`src/rtl/core/sfp_pkg.sv`:
```
// Shared types, constants and the CRC-16/CCITT-FALSE byte update for the frame parser.
package sfp_pkg;

  localparam logic [15:0] CRC_INIT = 16'hFFFF;
  localparam logic [15:0] CRC_POLY = 16'h1021;

  localparam logic [7:0] HEADER_FIRST_RESET  = 8'h55;
  localparam logic [7:0] HEADER_SECOND_RESET = 8'hAA;

  // Configuration register indexes.
  localparam logic CFG_HEADER_FIRST  = 1'b0;
  localparam logic CFG_HEADER_SECOND = 1'b1;

  // Input flag carried in tuser.
  localparam logic ACTION_BYTE    = 1'b0;
  localparam logic ACTION_TIMEOUT = 1'b1;

  typedef enum logic [2:0] {
    PH_WAIT_H1  = 3'd0,
    PH_WAIT_H2  = 3'd1,
    PH_TYPE     = 3'd2,
    PH_LEN      = 3'd3,
    PH_PAYLOAD  = 3'd4,
    PH_CRC      = 3'd5
  } phase_t;

  typedef enum logic [1:0] {
    KIND_PAYLOAD = 2'd0,
    KIND_CRC_OK  = 2'd1,
    KIND_CRC_BAD = 2'd2
  } kind_t;

  typedef struct packed {
    logic [15:0] received_crc;
    logic [7:0]  payload_length;
    logic [7:0]  msg_type;
    logic [7:0]  byte_index;
    logic [7:0]  payload_byte;
    kind_t       kind;
  } result_t;

  function automatic logic [15:0] crc_add(input logic [15:0] crc, input logic [7:0] b);
    logic [15:0] c;
    c = crc ^ {b, 8'h00};
    for (int i = 0; i < 8; i++) begin
      if (c[15]) begin
        c = {c[14:0], 1'b0} ^ CRC_POLY;
      end else begin
        c = {c[14:0], 1'b0};
      end
    end
    return c;
  endfunction

endpackage

```
`src/rtl/core/sfp_in_reg.sv`:
```
// Input register that holds one received request until the parser takes it.
module sfp_in_reg
  import sfp_pkg::*;
(
  input  logic       clk,
  input  logic       rst,
  input  logic       s_tvalid,
  output logic       s_tready,
  input  logic [7:0] s_tdata,
  input  logic       s_tuser,
  input  logic       take,
  output logic       item_valid,
  output logic       item_action,
  output logic [7:0] item_byte
);

  logic       valid;
  logic       action;
  logic [7:0] rx_byte;

  assign s_tready    = !valid || take;
  assign item_valid  = valid;
  assign item_action = action;
  assign item_byte   = rx_byte;

  always_ff @(posedge clk) begin
    if (rst) begin
      valid <= 1'b0;
    end else if (s_tready) begin
      valid <= s_tvalid;
    end
  end

  always_ff @(posedge clk) begin
    if (s_tready && s_tvalid) begin
      action  <= s_tuser;
      rx_byte <= s_tdata;
    end
  end

endmodule

```
`src/rtl/core/sfp_parser.sv`:
```
// Frame parser state machine with the running CRC and result generation.
module sfp_parser
  import sfp_pkg::*;
(
  input  logic       clk,
  input  logic       rst,
  input  logic       fire,
  input  logic       action,
  input  logic [7:0] rx_byte,
  input  logic [7:0] header_first,
  input  logic [7:0] header_second,
  output logic       res_valid,
  output result_t    res
);

  phase_t      phase, phase_next;
  logic [7:0]  frame_type, frame_type_next;
  logic [7:0]  frame_length, frame_length_next;
  logic [7:0]  payload_count, payload_count_next;
  logic [15:0] running_crc, running_crc_next;
  logic [7:0]  crc_high_byte, crc_high_byte_next;
  logic        crc_byte_count, crc_byte_count_next;
  logic [15:0] crc_step;
  logic [15:0] crc_restart;
  logic [15:0] rx_crc;

  assign crc_step    = crc_add(running_crc, rx_byte);
  assign crc_restart = crc_add(CRC_INIT, rx_byte);
  assign rx_crc      = {crc_high_byte, rx_byte};

  // Next state.
  always_comb begin
    phase_next          = phase;
    frame_type_next     = frame_type;
    frame_length_next   = frame_length;
    payload_count_next  = payload_count;
    running_crc_next    = running_crc;
    crc_high_byte_next  = crc_high_byte;
    crc_byte_count_next = crc_byte_count;
    if (action == ACTION_TIMEOUT) begin
      phase_next          = PH_WAIT_H1;
      frame_type_next     = '0;
      frame_length_next   = '0;
      payload_count_next  = '0;
      running_crc_next    = CRC_INIT;
      crc_high_byte_next  = '0;
      crc_byte_count_next = 1'b0;
    end else begin
      case (phase)
        PH_WAIT_H1: begin
          if (rx_byte == header_first) begin
            running_crc_next = crc_restart;
            phase_next       = PH_WAIT_H2;
          end
        end
        PH_WAIT_H2: begin
          if (rx_byte == header_second) begin
            running_crc_next = crc_step;
            phase_next       = PH_TYPE;
          end else if (rx_byte == header_first) begin
            running_crc_next = crc_restart;
          end else begin
            phase_next       = PH_WAIT_H1;
            frame_type_next  = '0;
            frame_length_next = '0;
            payload_count_next = '0;
            running_crc_next = CRC_INIT;
            crc_high_byte_next = '0;
            crc_byte_count_next = 1'b0;
          end
        end
        PH_TYPE: begin
          frame_type_next  = rx_byte;
          running_crc_next = crc_step;
          phase_next       = PH_LEN;
        end
        PH_LEN: begin
          frame_length_next   = rx_byte;
          running_crc_next    = crc_step;
          payload_count_next  = '0;
          crc_byte_count_next = 1'b0;
          phase_next          = (rx_byte == 8'd0) ? PH_CRC : PH_PAYLOAD;
        end
        PH_PAYLOAD: begin
          running_crc_next   = crc_step;
          payload_count_next = payload_count + 8'd1;
          if (payload_count_next == frame_length) begin
            crc_byte_count_next = 1'b0;
            phase_next          = PH_CRC;
          end
        end
        PH_CRC: begin
          if (!crc_byte_count) begin
            crc_high_byte_next  = rx_byte;
            crc_byte_count_next = 1'b1;
          end else begin
            phase_next          = PH_WAIT_H1;
            frame_type_next     = '0;
            frame_length_next   = '0;
            payload_count_next  = '0;
            running_crc_next    = CRC_INIT;
            crc_high_byte_next  = '0;
            crc_byte_count_next = 1'b0;
          end
        end
        default: begin
          phase_next          = PH_WAIT_H1;
          frame_type_next     = '0;
          frame_length_next   = '0;
          payload_count_next  = '0;
          running_crc_next    = CRC_INIT;
          crc_high_byte_next  = '0;
          crc_byte_count_next = 1'b0;
        end
      endcase
    end
  end

  // Result for the byte now being parsed.
  always_comb begin
    res_valid          = 1'b0;
    res.kind           = KIND_PAYLOAD;
    res.payload_byte   = '0;
    res.byte_index     = '0;
    res.msg_type       = frame_type;
    res.payload_length = frame_length;
    res.received_crc   = '0;
    if (action == ACTION_BYTE) begin
      case (phase)
        PH_PAYLOAD: begin
          res_valid        = 1'b1;
          res.payload_byte = rx_byte;
          res.byte_index   = payload_count;
        end
        PH_CRC: begin
          if (crc_byte_count) begin
            res_valid        = 1'b1;
            res.kind         = (rx_crc == running_crc) ? KIND_CRC_OK : KIND_CRC_BAD;
            res.received_crc = rx_crc;
          end
        end
        default: begin
          res_valid = 1'b0;
        end
      endcase
    end
  end

  always_ff @(posedge clk) begin
    if (rst) begin
      phase          <= PH_WAIT_H1;
      frame_type     <= '0;
      frame_length   <= '0;
      payload_count  <= '0;
      running_crc    <= CRC_INIT;
      crc_high_byte  <= '0;
      crc_byte_count <= 1'b0;
    end else if (fire) begin
      phase          <= phase_next;
      frame_type     <= frame_type_next;
      frame_length   <= frame_length_next;
      payload_count  <= payload_count_next;
      running_crc    <= running_crc_next;
      crc_high_byte  <= crc_high_byte_next;
      crc_byte_count <= crc_byte_count_next;
    end
  end

`ifndef SYNTHESIS
  // Idle parser always holds a fresh CRC and no payload progress.
  a_idle_clean: assert property (@(posedge clk) disable iff (rst)
    phase == PH_WAIT_H1 |-> running_crc == CRC_INIT && payload_count == 8'd0)
    else $error("parser idle with stale CRC or count");

  a_timeout_resets: assert property (@(posedge clk) disable iff (rst)
    fire && action == ACTION_TIMEOUT |=> phase == PH_WAIT_H1)
    else $error("timeout did not return parser to header search");

  a_result_phase: assert property (@(posedge clk) disable iff (rst)
    res_valid |-> phase == PH_PAYLOAD || phase == PH_CRC)
    else $error("result produced outside payload or CRC phase");

  // The payload phase is left exactly when the declared length is reached.
  a_count_bound: assert property (@(posedge clk) disable iff (rst)
    phase == PH_PAYLOAD |-> payload_count < frame_length)
    else $error("payload count overran declared length");
`endif

endmodule

```
`src/rtl/core/sfp_out_reg.sv`:
```
// Result register that drives the master-side stream.
module sfp_out_reg
  import sfp_pkg::*;
(
  input  logic        clk,
  input  logic        rst,
  input  logic        load,
  input  result_t     res,
  output logic        m_tvalid,
  input  logic        m_tready,
  output logic [47:0] m_tdata,
  output logic [1:0]  m_tuser
);

  logic    valid;
  result_t data;

  assign m_tvalid = valid;
  assign m_tdata  = {data.received_crc, data.payload_length, data.msg_type,
                     data.byte_index, data.payload_byte};
  assign m_tuser  = data.kind;

  always_ff @(posedge clk) begin
    if (rst) begin
      valid <= 1'b0;
    end else if (load) begin
      valid <= 1'b1;
    end else if (m_tready) begin
      valid <= 1'b0;
    end
  end

  always_ff @(posedge clk) begin
    if (load) begin
      data <= res;
    end
  end

endmodule

```
`src/rtl/core/serial_frame_parser_crc16.sv`:
```
// Top level of the serial frame parser with CRC-16/CCITT-FALSE check.
// Path: a request waits in the input register until the result register is free or draining.
// Throughput: one byte or timeout request per cycle while the result stream is not stalled; the
// parser step, one byte-wide CRC update between the input and result registers, sets that figure.
// Reset (rst, synchronous): parser returns to header search, CRC to 0xFFFF, headers to 0x55/0xAA.
module serial_frame_parser_crc16
  import sfp_pkg::*;
(
  input  logic        clk,
  input  logic        rst,
  input  logic        s_axis_tvalid,
  output logic        s_axis_tready,
  input  logic [7:0]  s_axis_tdata,   // [7:0] rx_byte
  input  logic        s_axis_tuser,   // [0] action
  output logic        m_axis_tvalid,
  input  logic        m_axis_tready,
  // [7:0] payload_byte, [15:8] byte_index, [23:16] msg_type,
  // [31:24] payload_length, [47:32] received_crc
  output logic [47:0] m_axis_tdata,
  output logic [1:0]  m_axis_tuser,   // [1:0] kind
  input  logic        cfg_valid,
  output logic        cfg_ready,
  input  logic        cfg_index,
  input  logic [7:0]  cfg_data
);

  logic       header_first;
  logic [7:0] header_first_reg;
  logic [7:0] header_second_reg;
  logic       item_valid;
  logic       item_action;
  logic [7:0] item_byte;
  logic       fire;
  logic       res_valid;
  result_t    res;

  assign cfg_ready    = 1'b1;
  assign header_first = (cfg_index == CFG_HEADER_FIRST);

  always_ff @(posedge clk) begin
    if (rst) begin
      header_first_reg  <= HEADER_FIRST_RESET;
      header_second_reg <= HEADER_SECOND_RESET;
    end else if (cfg_valid) begin
      if (header_first) begin
        header_first_reg <= cfg_data;
      end else begin
        header_second_reg <= cfg_data;
      end
    end
  end

  // The held request moves on whenever the result register is free or draining.
  assign fire = item_valid && (!m_axis_tvalid || m_axis_tready);

  sfp_in_reg u_in_reg (
    .clk         (clk),
    .rst         (rst),
    .s_tvalid    (s_axis_tvalid),
    .s_tready    (s_axis_tready),
    .s_tdata     (s_axis_tdata),
    .s_tuser     (s_axis_tuser),
    .take        (fire),
    .item_valid  (item_valid),
    .item_action (item_action),
    .item_byte   (item_byte)
  );

  sfp_parser u_parser (
    .clk           (clk),
    .rst           (rst),
    .fire          (fire),
    .action        (item_action),
    .rx_byte       (item_byte),
    .header_first  (header_first_reg),
    .header_second (header_second_reg),
    .res_valid     (res_valid),
    .res           (res)
  );

  sfp_out_reg u_out_reg (
    .clk      (clk),
    .rst      (rst),
    .load     (fire && res_valid),
    .res      (res),
    .m_tvalid (m_axis_tvalid),
    .m_tready (m_axis_tready),
    .m_tdata  (m_axis_tdata),
    .m_tuser  (m_axis_tuser)
  );

endmodule

```
`config.mk`:
```
export PLATFORM = sky130hd
export DESIGN_NAME = serial_frame_parser_crc16
export DESIGN_NICKNAME = d
export VERILOG_FILES = /design/src/rtl/core/sfp_pkg.sv /design/src/rtl/core/sfp_in_reg.sv /design/src/rtl/core/sfp_parser.sv /design/src/rtl/core/sfp_out_reg.sv /design/src/rtl/core/serial_frame_parser_crc16.sv
export SDC_FILE = /design/constraint.sdc
export NUM_CORES = 1
export LEC_CHECK = 0
export BUFFER_PORTS_ARGS = -buffer_cell sky130_fd_sc_hd__buf_4
export CAP_MARGIN = 15
export CORE_ASPECT_RATIO = 1.1
export CORE_MARGIN = 2
export CORE_UTILIZATION = 53
export CTS_CLUSTER_DIAMETER = 40
export DETAILED_ROUTE_END_ITERATION = 10
export PLACE_DENSITY = 0.83
export SYNTH_ARGS = -nofsm -noshare
export SYNTH_HDL_FRONTEND = slang
export SYNTH_SLANG_ARGS = --single-unit
```
`constraint.sdc`:
```
create_clock -name clk -period 2.55 [get_ports clk]
set_input_delay 0.6375 -clock clk [delete_from_list [all_inputs] [get_ports clk]]
set_output_delay 0.6375 -clock clk [all_outputs]
set_load 0.05 [all_outputs]
```
==> results.sh <==
export IMPL_vias=5073
export IMPL_yosysMostFrequentCell="dfxtp_1"
export IMPL_cts_tree="yes"
export IMPL_crit_type="flip-flop to flip-flop"
export IMPL_irDropWorstVdd_mv=0.369
export IMPL_largest_reg_flops=48
export IMPL_first_global_vias=4901
export IMPL_initial_utilization=0.545
export IMPL_reg2reg_from="u_in_reg.item_byte[3]"
export IMPL_setup_worst_path_start_class="flip-flop"
export IMPL_grt_use_total=0.257
export IMPL_syn_area_sq_mm=0.00629
export IMPL_synth_edf_count=59
export IMPL_drt_antenna_violating_nets=0
export IMPL_post_route_period_util=0.915
export IMPL_yosysTopAreaCell="edfxtp_1"
export IMPL_min_period_ps=2330
export IMPL_leakagePower_nw=2.78
export IMPL_syn_nets=640
export IMPL_seqCellArea_sq_mm=0.00317
export IMPL_hold_viol_final=0
export IMPL_drc=0
export IMPL_die_y_microns=118
export IMPL_die_area_sq_mm=0.0127
export IMPL_slew_violations=0
export IMPL_ys_seq_area_frac=0.505
export IMPL_drive_above_1_share=0.255
export IMPL_synth_top_area_share=0.282
export IMPL_first_pass_iters=5
export IMPL_clock_power_share=0.491
export IMPL_avgSynthCellArea_sq_um=10.2
export IMPL_p_per_area_mw_per_mm2=684
export IMPL_die_w_microns=108
export IMPL_p_int_mw=4.04
export IMPL_wl_mm=15.8
export IMPL_clock_skew_ps=10.9
export IMPL_holdCritPathClass="input port to flip-flop"
export IMPL_synthTopCellsByCount="70 x dfxtp_1, 63 x nand2_1, 59 x edfxtp_1"
export IMPL_synthFlopType="dfxtp_1"
export IMPL_p_seq_frac=0.421
export IMPL_status="finished, final reports clean"
export IMPL_viasPerCell=5.86
export IMPL_swShare=0.235
export IMPL_dp_slack_ps=131
export IMPL_routedWlPerCell_microns=18.3
export IMPL_antenna_found_initial=0
export IMPL_clk_pin_slew_ps=60
export IMPL_combinationalPowerShare=0.087
export IMPL_synth_cells=616
export IMPL_drtIter0Drc=571
export IMPL_synth_warnings=0
export IMPL_fillers=898
export IMPL_clk_path_buf_depth=2
export IMPL_relSlewSlack=0.384
export IMPL_netSwitchingPower_mw=1.24
export IMPL_clkLatencyLatePin_ps=420
export IMPL_core_area_sq_mm=0.0115
export IMPL_numCtsBuffers=17
export IMPL_hpwl_mm=11.1
export IMPL_grt_pass1_wl_mm=25.5
export IMPL_fin_nets=726
export IMPL_clkSinkCount=129
export IMPL_setup_tns_ps=0
export IMPL_overflow=0
export IMPL_cp_end_kind="flip-flop"
export IMPL_synthArstFlopShare=0
export IMPL_gp_congestion=0.928
export IMPL_cp_arrival_ps=2640
export IMPL_ys_seq_elements=129
export IMPL_io_pins=76
export IMPL_worstMarginPinSlew_ps=921
export IMPL_multi_input_area_sq_mm=0.00284
export IMPL_fmax_ghz=0.428
export IMPL_fin_ws_ps=216
export IMPL_holdCritStartpoint="s_axis_tuser"
export IMPL_cp_startpoint="u_in_reg.item_byte[3]"
export IMPL_grt_max_degree=32
export IMPL_antennaDiodeCount=0
export IMPL_portBuffers=74
export IMPL_setup_violations=0
export IMPL_synthToLayoutAreaGrowth_pct=22.8
export IMPL_drv_cap=0
export IMPL_r2r_slack_ps=220
export IMPL_ys_top_cells_by_area="edfxtp_1 28%, dfxtp_1 22%, xnor2_1 6.7%"
export IMPL_postCtsSetupRepairBufs=0
export IMPL_synth_cell_types=75
export IMPL_critPathMaxFanout=16
export IMPL_root_buffer="clkbuf_16"
export IMPL_cts_max_level=4
export IMPL_row_count=41
export IMPL_cp_required_ps=2850
export IMPL_rsz0062_at_grt="no"
## cell type report
cell class / count / share of cell area
Sequential cell: 129 / 0.411
Multi-Input combinational cell: 432 / 0.368
Timing Repair Buffer: 111 / 0.110
Clock buffer: 19 / 0.0574
Tap cell: 150 / 0.0243
Clock inverter: 13 / 0.0240
Inverter: 11 / 0.00584
## critical path, cell delays in order (launching register included)
cell,delay [ps]
edfxtp_1,490
xnor2_1,170
nand4_1,160
or2_1,190
a21oi_4,110
buf_4,160
a211oi_4,570
nor3b_1,130
a31o_2,250
## kinds of logic (layout without fill, tap and decap cells)
family          after synthesis  count (layout)  synth area share
other cells                   1               1          0.000597
flops                       129             129             0.505
simple gates                233             233             0.200
xor+xnor                     73              73             0.108
buf+inv                      55             154            0.0446
fa+ha+maj                     3               3           0.00517
compound gates              120             120             0.134
mux                           2               2           0.00338
## through the flow
stage	cell area [sq um]	util	total power [mW]	hold slack (ps)	instances
2_1_floorplan	6290	-	2.59	398	616
3_3_place_gp	7080	0.614	2.70	404	833
3_5_place_dp	7080	0.614	2.72	414	833
4_1_cts	7710	0.668	5.27	387	865
5_1_grt	7720	0.669	5.43	387	865
6_report	7720	0.669	5.28	393	865
## routing by layer
| layer | wire length (microns) | GRT usage | up-vias | share of wire |
|---|---|---|---|---|
| met5 | 0 | 0 | - | 0 |
| met4 | 412 | 0.0970 | 0 | 0.026 |
| met3 | 962 | 0.0568 | 38 | 0.061 |
| met2 | 7810 | 0.407 | 228 | 0.49 |
| met1 | 6630 | 0.344 | 2427 | 0.42 |
| li1 | - | - | 2380 | - |
## what timing repair did
item,4_1_cts,5_1_grt
setup endpoints to repair,0,4
hold buffers,0,0
resized for setup,0,1
## power by group through the flow
stage | sequential, mW | combinational [mW] | clock, mW
final | 2.22 | 0.461 | 2.59
after global placement | 2.27 | 0.440 | 0
after CTS | 2.22 | 0.455 | 2.59
after global routing | 2.23 | 0.500 | 2.70
after floorplan | 2.25 | 0.342 | 0
after detailed placement | 2.27 | 0.452 | 0
## cells in the final DEF (no fill, tap or decap), types with 18 or more instances in the layout
cell	Yosys	routed
a21oi_1	35	35
and2_1	18	18
buf_4	5	110
dfxtp_1	70	70
edfxtp_1	59	59
nand2_1	63	63
nand3_1	33	33
nor2_1	34	34
o21ai_0	21	21
xnor2_1	48	48
xor2_1	20	20
## worst paths after layout
kind,cells after the start,endpoint
setup / recovery,8,u_parser.frame_length[7]
hold / removal,1,u_in_reg.item_action
setup reg to reg,8,u_parser.frame_length[7]
hold reg to reg,0,u_out_reg.m_tdata[23]
Note: power is estimated with default switching activity, not from simulation.
